--- src/rtl/fwcs_pkg.sv ---
// Shared constants, transaction types and slot-map control for the challenge sampler.
package fwcs_pkg;

   localparam int KEY_COUNT     = 4;
   localparam int VECTOR_LEN    = 256;
   localparam int TARGET_WEIGHT = 32;

   localparam int WORD_W   = 16;
   localparam int VBITS    = $clog2(KEY_COUNT);        // bit length of KEY_COUNT-1
   localparam int PBITS    = $clog2(VECTOR_LEN + 1);   // bit length of VECTOR_LEN
   localparam int IDX_W    = $clog2(VECTOR_LEN);
   localparam int POS_W    = 8;
   localparam int SVAL_W   = 2;
   localparam int COUNT_W  = 9;

   localparam logic CMD_CLEAR = 1'b0;
   localparam logic CMD_OFFER = 1'b1;

   typedef struct packed {
      logic              command;
      logic [WORD_W-1:0] rand_word;
   } fwcs_req_type;

   typedef struct packed {
      logic               accepted;
      logic [POS_W-1:0]   position;
      logic [SVAL_W-1:0]  slot_value;
      logic [COUNT_W-1:0] placed_count;
      logic               done_res;
   } fwcs_rsp_type;

   typedef struct packed {
      logic             clear;
      logic             set;
      logic [IDX_W-1:0] index;
   } fwcs_slot_ctrl_type;

endpackage

--- src/rtl/fwcs_occupancy.sv ---
// Occupancy flags of the challenge vector: one flag per slot marks a nonzero entry.
module fwcs_occupancy (
   input  logic                        clock,
   input  logic                        reset,
   input  fwcs_pkg::fwcs_slot_ctrl_type slot_ctrl,
   output logic                        occupied
);
   import fwcs_pkg::*;

   logic [VECTOR_LEN-1:0] flags_ff;
   logic [VECTOR_LEN-1:0] flags_in;

   always_comb begin
      flags_in = flags_ff;
      if (slot_ctrl.clear) begin
         flags_in = '0;
      end else if (slot_ctrl.set) begin
         flags_in[slot_ctrl.index] = 1'b1;
      end
   end

   always_ff @(posedge clock) begin
      if (reset) begin
         flags_ff <= '0;
      end else begin
         flags_ff <= flags_in;
      end
   end

   assign occupied = flags_ff[slot_ctrl.index];

`ifndef NO_ASSERTIONS
   a_set_marks_slot: assert property (@(posedge clock) disable iff (reset)
      slot_ctrl.set && !slot_ctrl.clear |=> flags_ff[$past(slot_ctrl.index)])
      else $error("slot flag not raised after placement");

   a_clear_empties: assert property (@(posedge clock) disable iff (reset)
      slot_ctrl.clear |=> flags_ff == '0)
      else $error("slot flags not empty after clear");
`endif

endmodule

--- src/rtl/fwcs_eval.sv ---
// Word split, rejection tests, weight counter and result formation.
module fwcs_eval (
   input  logic                         clock,
   input  logic                         reset,
   input  logic                         fire,
   input  fwcs_pkg::fwcs_req_type       req,
   input  logic                         occupied,
   output fwcs_pkg::fwcs_slot_ctrl_type slot_ctrl,
   output fwcs_pkg::fwcs_rsp_type       rsp
);
   import fwcs_pkg::*;

   logic [COUNT_W-1:0]              count_ff;
   logic [COUNT_W-1:0]              count_in;
   logic [COUNT_W-1:0]              count_after;
   logic [WORD_W+VBITS+PBITS-1:0]   word_ext;
   logic [VBITS-1:0]                value;
   logic [PBITS-1:0]                pos;
   logic [PBITS+POS_W-1:0]          pos_wide;
   logic [VBITS+SVAL_W-1:0]         value_wide;
   logic                            is_offer;
   logic                            below_target;
   logic                            value_ok;
   logic                            pos_ok;
   logic                            take;
   logic                            nonzero;

   // Zero-extend so that position bits beyond the word read as zero.
   assign word_ext   = {{(VBITS + PBITS){1'b0}}, req.rand_word};
   assign value      = word_ext[VBITS-1:0];
   assign pos        = word_ext[VBITS +: PBITS];
   assign pos_wide   = {{POS_W{1'b0}}, pos};
   assign value_wide = {{SVAL_W{1'b0}}, value};

   assign is_offer     = (req.command == CMD_OFFER);
   assign below_target = (count_ff < COUNT_W'(TARGET_WEIGHT));
   assign value_ok     = ({1'b0, value} < (VBITS + 1)'(KEY_COUNT));
   assign pos_ok       = (pos < PBITS'(VECTOR_LEN));
   assign nonzero      = (value != '0);
   assign take         = is_offer && below_target && value_ok && pos_ok && !occupied;

   assign slot_ctrl.index = pos[IDX_W-1:0];
   assign slot_ctrl.clear = fire && !is_offer;
   assign slot_ctrl.set   = fire && take && nonzero;

   always_comb begin
      if (!is_offer) begin
         count_after = '0;
      end else if (take && nonzero) begin
         count_after = count_ff + 1'b1;
      end else begin
         count_after = count_ff;
      end
      count_in = fire ? count_after : count_ff;
   end

   always_ff @(posedge clock) begin
      if (reset) begin
         count_ff <= '0;
      end else begin
         count_ff <= count_in;
      end
   end

   always_comb begin
      rsp.accepted     = take;
      rsp.position     = take ? pos_wide[POS_W-1:0] : '0;
      rsp.slot_value   = take ? value_wide[SVAL_W-1:0] : '0;
      rsp.placed_count = count_after;
      rsp.done_res     = (count_after >= COUNT_W'(TARGET_WEIGHT));
   end

`ifndef NO_ASSERTIONS
   a_count_bounded: assert property (@(posedge clock) disable iff (reset)
      count_ff <= COUNT_W'(TARGET_WEIGHT))
      else $error("placed count beyond target weight");

   a_clear_zeroes_count: assert property (@(posedge clock) disable iff (reset)
      slot_ctrl.clear |=> count_ff == '0)
      else $error("count not zero after clear");

   a_place_counts_once: assert property (@(posedge clock) disable iff (reset)
      slot_ctrl.set |=> count_ff == COUNT_W'($past(count_ff) + 1'b1))
      else $error("nonzero placement did not advance the count by one");
`endif

endmodule

--- src/rtl/fixed_weight_challenge_sampler.sv ---
// Top level of the fixed-weight challenge sampler: input register, evaluation, result register.
//
// Usage
//   Request channel (req_valid / req_stall / req_payload): each transaction carries a command
//   and a 16-bit XOF word. CMD_CLEAR empties the challenge vector and the weight count;
//   CMD_OFFER proposes the word for placement (low bits value, next bits slot).
//   Response channel (rsp_valid / rsp_stall / rsp_payload): exactly one response per request,
//   in order, giving whether the word was placed, the slot and value, the running count of
//   nonzero entries and whether the target weight has been reached.
//   A request passes from the input register to the result register; throughput is one
//   transaction per cycle while rsp_stall is low. The slot lookup and the flag
//   update happen in the single evaluation step between the two registers, so a word always
//   sees every earlier placement without forwarding.
//   Reset clears the vector, the count and both pipeline stages directly; no sweep.
//   When rsp_stall is held, the pending response holds and one more request is still
//   taken into the input register if it is empty; only then does req_stall rise.
module fixed_weight_challenge_sampler (
   input  logic                   clock,
   input  logic                   reset,
   input  logic                   req_valid,
   output logic                   req_stall,
   input  fwcs_pkg::fwcs_req_type req_payload,
   output logic                   rsp_valid,
   input  logic                   rsp_stall,
   output fwcs_pkg::fwcs_rsp_type rsp_payload
);
   import fwcs_pkg::*;

   logic               s1_valid_ff;
   logic               s1_valid_in;
   fwcs_req_type       s1_req_ff;
   logic               out_valid_ff;
   logic               out_valid_in;
   fwcs_rsp_type       out_rsp_ff;
   logic               out_ready;
   logic               s1_move;
   logic               req_fire;
   logic               occupied;
   fwcs_slot_ctrl_type slot_ctrl;
   fwcs_rsp_type       eval_rsp;

   // The result register can take a new value when empty or being drained.
   assign out_ready = !out_valid_ff || !rsp_stall;
   assign s1_move   = s1_valid_ff && out_ready;
   // Hold the requester off only when the input register is full and cannot move on.
   assign req_stall = s1_valid_ff && !out_ready;
   assign req_fire  = req_valid && !req_stall;

   assign s1_valid_in  = req_stall ? s1_valid_ff : req_valid;
   assign out_valid_in = out_ready ? s1_valid_ff : out_valid_ff;

   always_ff @(posedge clock) begin
      if (reset) begin
         s1_valid_ff  <= 1'b0;
         out_valid_ff <= 1'b0;
      end else begin
         s1_valid_ff  <= s1_valid_in;
         out_valid_ff <= out_valid_in;
      end
   end

   // Payload registers: capture only on transfer, no reset needed.
   always_ff @(posedge clock) begin
      if (req_fire) begin
         s1_req_ff <= req_payload;
      end
      if (s1_move) begin
         out_rsp_ff <= eval_rsp;
      end
   end

   // Evaluate the held word; state updates only when the result advances.
   fwcs_eval u_eval (
      .clock     (clock),
      .reset     (reset),
      .fire      (s1_move),
      .req       (s1_req_ff),
      .occupied  (occupied),
      .slot_ctrl (slot_ctrl),
      .rsp       (eval_rsp)
   );

   fwcs_occupancy u_occupancy (
      .clock     (clock),
      .reset     (reset),
      .slot_ctrl (slot_ctrl),
      .occupied  (occupied)
   );

   assign rsp_valid   = out_valid_ff;
   assign rsp_payload = out_rsp_ff;

`ifndef NO_ASSERTIONS
   a_no_state_change_when_blocked: assert property (@(posedge clock) disable iff (reset)
      s1_valid_ff && out_valid_ff && rsp_stall |-> !slot_ctrl.set && !slot_ctrl.clear)
      else $error("vector state changed while the result register was blocked");
`endif

endmodule
--- config.mk ---
export PLATFORM = sky130hd
export DESIGN_NAME = fixed_weight_challenge_sampler
export DESIGN_NICKNAME = d
export VERILOG_FILES = /design/src/rtl/fwcs_pkg.sv /design/src/rtl/fwcs_occupancy.sv /design/src/rtl/fwcs_eval.sv /design/src/rtl/fixed_weight_challenge_sampler.sv
export SDC_FILE = /design/constraint.sdc
export NUM_CORES = 1
export LEC_CHECK = 0
export ABC_AREA = 1
export BUFFER_PORTS_ARGS = -buffer_cell sky130_fd_sc_hd__buf_2
export CELL_PAD_IN_SITES_DETAIL_PLACEMENT = 1
export CELL_PAD_IN_SITES_GLOBAL_PLACEMENT = 2
export CORE_ASPECT_RATIO = 1.1
export CORE_MARGIN = 2
export CORE_UTILIZATION = 35
export DETAILED_ROUTE_END_ITERATION = 10
export HOLD_SLACK_MARGIN = 0.12
export PLACE_DENSITY = 0.83
export SKIP_LAST_GASP = 1
export SYNTH_ARGS = -nofsm -noshare
export SYNTH_HDL_FRONTEND = slang
export SYNTH_SLANG_ARGS = --single-unit
--- constraint.sdc ---
create_clock -name clock -period 3.6 [get_ports clock]
set_clock_uncertainty 0.2 [all_clocks]
set_input_delay 0.18 -clock clock [delete_from_list [all_inputs] [get_ports clock]]
set_output_delay 0.18 -clock clock [all_outputs]
set_load 0.01 [all_outputs]
==> results_dict.tcl <==
set metrics [dict create \
    fmax_mhz 294 \
    layoutNonFillerInstCount 2839 \
    min_from "req_payload[8]" \
    cts.sink_count 300 \
    seqCellArea_um2 6340 \
    clockRootBuffer "clkbuf_16" \
    max_stage_delay_ns 0.55 \
    setup_violations 0 \
    wl_per_cell_um 19.6 \
    drive_gt1_share_pct 8.10 \
    syn_avg_cell_area_um2 6.67 \
    worstSetupPathType "reg2reg" \
    holdPathEnd "s1_req_ff[8]" \
    viasPerCell 5.34 \
    cp-start-kind "flop" \
    core_um2 42500 \
    power.static_leakage_nw 5.98 \
    crit_chain "buf_4, nand2_2, clkinvlp_4, buf_4, nand2_1, nand4_1, nand2_1, nand2_1, o21ai_1, nand2_1, nor2_1, nor2_1, nor2_4, nand2_1, clkinv_4, buf_12, buf_4, nand4_1, a21oi_1" \
    dr.pass1.iters 5 \
    tightest_slew_ns 0.811 \
    drt-initial-drc-count 967 \
    grt_overflow 0 \
    hold_path_class "in2reg" \
    rsz0062_at_grt "false" \
    maxCapViolCount 0 \
    critPathBufInv 6 \
    slew_violations 0 \
    rows 79 \
    worstSkewPairLatency_ns 0.55 \
    setup_tns_ns 0 \
    numCtsBuffers 37 \
    r2r-end "u_occupancy.flags_ff[206]" \
    dp_cells 2755 \
    path_clk_slew_ns 0.06 \
    arrival_ns 3.67 \
    period_needed_ns 3.41 \
    drt_wl_total_um 55700 \
    synth_nets 2287 \
    multi_input_area_um2 6780 \
    io_buffers 38 \
    gr-usage-met1_pct 31.8 \
    crit_top_cell "nand2_1" \
    finalHoldWorstSlack_ns 0.171 \
    initial_utilization_pct 35.6 \
    cts_tree "yes" \
    status "finished, final reports clean" \
    grt_max_degree 145 \
    grt.busiest_layer "met2" \
    areaGrowthSynthToFinish_pct 14.2 \
    vias 15200 \
    regToRegSetupSlack_ns 0.19 \
    grt_pass1_vias 15300 \
    power_mw 7.72 \
    vdd_drop_max_v 0.000380 \
    fillers 5457 \
    dieWidth_um 202 \
    drc 0 \
    synth_warnings 0 \
    period_share_pct 94.6 \
    r2r_cells 19 \
    path_max_fanout 12 \
    cp_top_family "buffers and inverters" \
    cts_max_level 2 \
    syn_inst 2265 \
    ys_ff_latch 300 \
    grt_pass1_wl_um 87300 \
    fin_util_pct 40.6 \
    synth.distinct_cells 25 \
    die-area_um2 44900 \
    max-slew-margin-rel_pct 45.9 \
    cp-end-kind "flop" \
    clockBufferDepth 3 \
    finalHoldViolCount 0 \
    die-height_um 222 \
    io_pins 44 \
    cp_slowest_cell "edfxtp_1" \
    grt.met2_usage_pct 42.4 \
    gp_congestion 0.794 \
    required_ns 3.86 \
    grtUsageMet3_pct 2.73 \
    globalRouteTotalUtil_pct 24.5 \
    hpwlAfterDp_um 32700 \
    worstReg2RegStart "s1_req_ff[3]" \
    antenna_found_initial 0 \
    fin_nets 2270 \
    worstHoldPathCells 2 \
    p_per_area_nw_per_um2 447 \
    ant_nets 0 \
    yosysSeqAreaShare_pct 41.9 \
    diodes 0 \
    syn_area_um2 15100 \
]
-- synth_stat cells --
master,instances,area share [%]
nand2_1,497,12
nor2_1,326,8.1
inv_1,292,7.2
a21oi_1,277,9.2
nand4_1,269,11
dfxtp_1,267,35
clkbuf_1,125,3.1
o21ai_0,71,2.4
edfxtp_1,33,6.6
buf_2,22,0.73
buf_6,22,1.6
o21ai_1,22,0.73
buf_1,19,0.47
nand3_1,5,0.17
buf_4,4,0.20
xor2_1,3,0.17
clkinv_1,2,0.050
nor3_1,2,0.066
a211oi_1,1,0.050
a21boi_4,1,0.12
clkinv_2,1,0.033
ha_1,1,0.083
inv_2,1,0.025
nand2_2,1,0.041
nor2_4,1,0.074
-- per-stage QoR --
stage / area (µm²) / worst slack [ns]
floorplan: 15100 / 0.911
global placement: 15900 / 0.258
finish: 17300 / 0.194
global route: 17300 / 0.00525
detailed placement: 15900 / 0.122
CTS: 17200 / 0.0935
-- area by class of cell --
class	instances	area share, %
Clock buffer	59	6.54
Clock inverter	4	0.101
Inverter	296	6.48
Multi-Input combinational cell	1477	39.3
Sequential cell	300	36.7
Tap cell	567	4.11
Timing Repair Buffer	136	6.82
-- cell families after synthesis --
group / count (synthesis) / synth area share (%)
AOI/OAI and AO/OA: 372 / 12.4
xor gates and xnor gates: 3 / 0.174
adders and majority gates: 1 / 0.0827
buffers and inverters: 488 / 13.5
DFF: 300 / 41.9
and+or+nand+nor: 1101 / 31.9
-- flip-flops by register name (all words and copies together), names as in the netlist --
name / cells
rsp_payload: 21
s1_req_ff: 12
u_occupancy.flags_ff: 256
rsp_valid: 1
s1_valid_ff: 1
u_eval.count_ff: 9
-- layout by cell type, fill, tap and decap left out --
| cell type | count |
|---|---|
| nand2_1 | 496 |
| nor2_1 | 320 |
| inv_1 | 291 |
| a21oi_1 | 277 |
| nand4_1 | 269 |
| dfxtp_1 | 267 |
| o21ai_0 | 71 |
| buf_4 | 64 |
| clkbuf_16 | 38 |
| buf_2 | 38 |
| edfxtp_1 | 33 |
| o21ai_1 | 21 |
| dlygate4sd3_1 | 18 |
| buf_12 | 15 |
| clkbuf_1 | 11 |
| clkbuf_8 | 10 |
| nor2_2 | 5 |
| nand3_1 | 5 |
| inv_2 | 3 |
| xor2_1 | 3 |
| nor2_4 | 2 |
| nor3_1 | 2 |
| clkinv_2 | 2 |
| clkinv_1 | 2 |
| nand2_2 | 1 |
| clkinvlp_4 | 1 |
| nand2_4 | 1 |
| a21boi_4 | 1 |
| clkinv_4 | 1 |
| o21ai_4 | 1 |
| a211oi_1 | 1 |
| ha_1 | 1 |
| buf_16 | 1 |
-- layer usage --
layer,share of wire (%),vias up
li1,-,7297
met4,2.7,0
met1,45,7504
met3,3.5,88
met5,0,-
met2,49,272
-- worst max path at each step --
| stage | slack (ns) | cells after the start | from | end |
|---|---|---|---|---|
| floorplan | 0.91 | 18 | s1_req_ff[2] | u_occupancy.flags_ff[181] |
| global placement | 0.26 | 18 | s1_req_ff[3] | u_occupancy.flags_ff[117] |
| detailed placement | 0.12 | 18 | s1_req_ff[2] | u_occupancy.flags_ff[242] |
| CTS | 0.09 | 18 | s1_req_ff[2] | u_occupancy.flags_ff[242] |
| global route | 0.005 | 20 | s1_req_ff[2] | u_occupancy.flags_ff[12] |
| finish | 0.19 | 19 | s1_req_ff[3] | u_occupancy.flags_ff[206] |
-- timing repair --
| item | in CTS | in global routing |
|---|---|---|
| hold buffers | 18 | 0 |
| resized for setup | 0 | 5 |
| endpoints found under the setup margin | 0 | 226 |
| hold endpoints to repair | 23 | 0 |
| buffers inserted | 0 | 3 |
-- power breakdown --
part,internal [mW],total (mW),switching (mW)
clock network,2.13,3.61,1.48
registers,3.41,3.43,0.0197
logic,0.142,0.682,0.539
total,5.68,7.72,2.04
(Power assumes the default switching activity.)
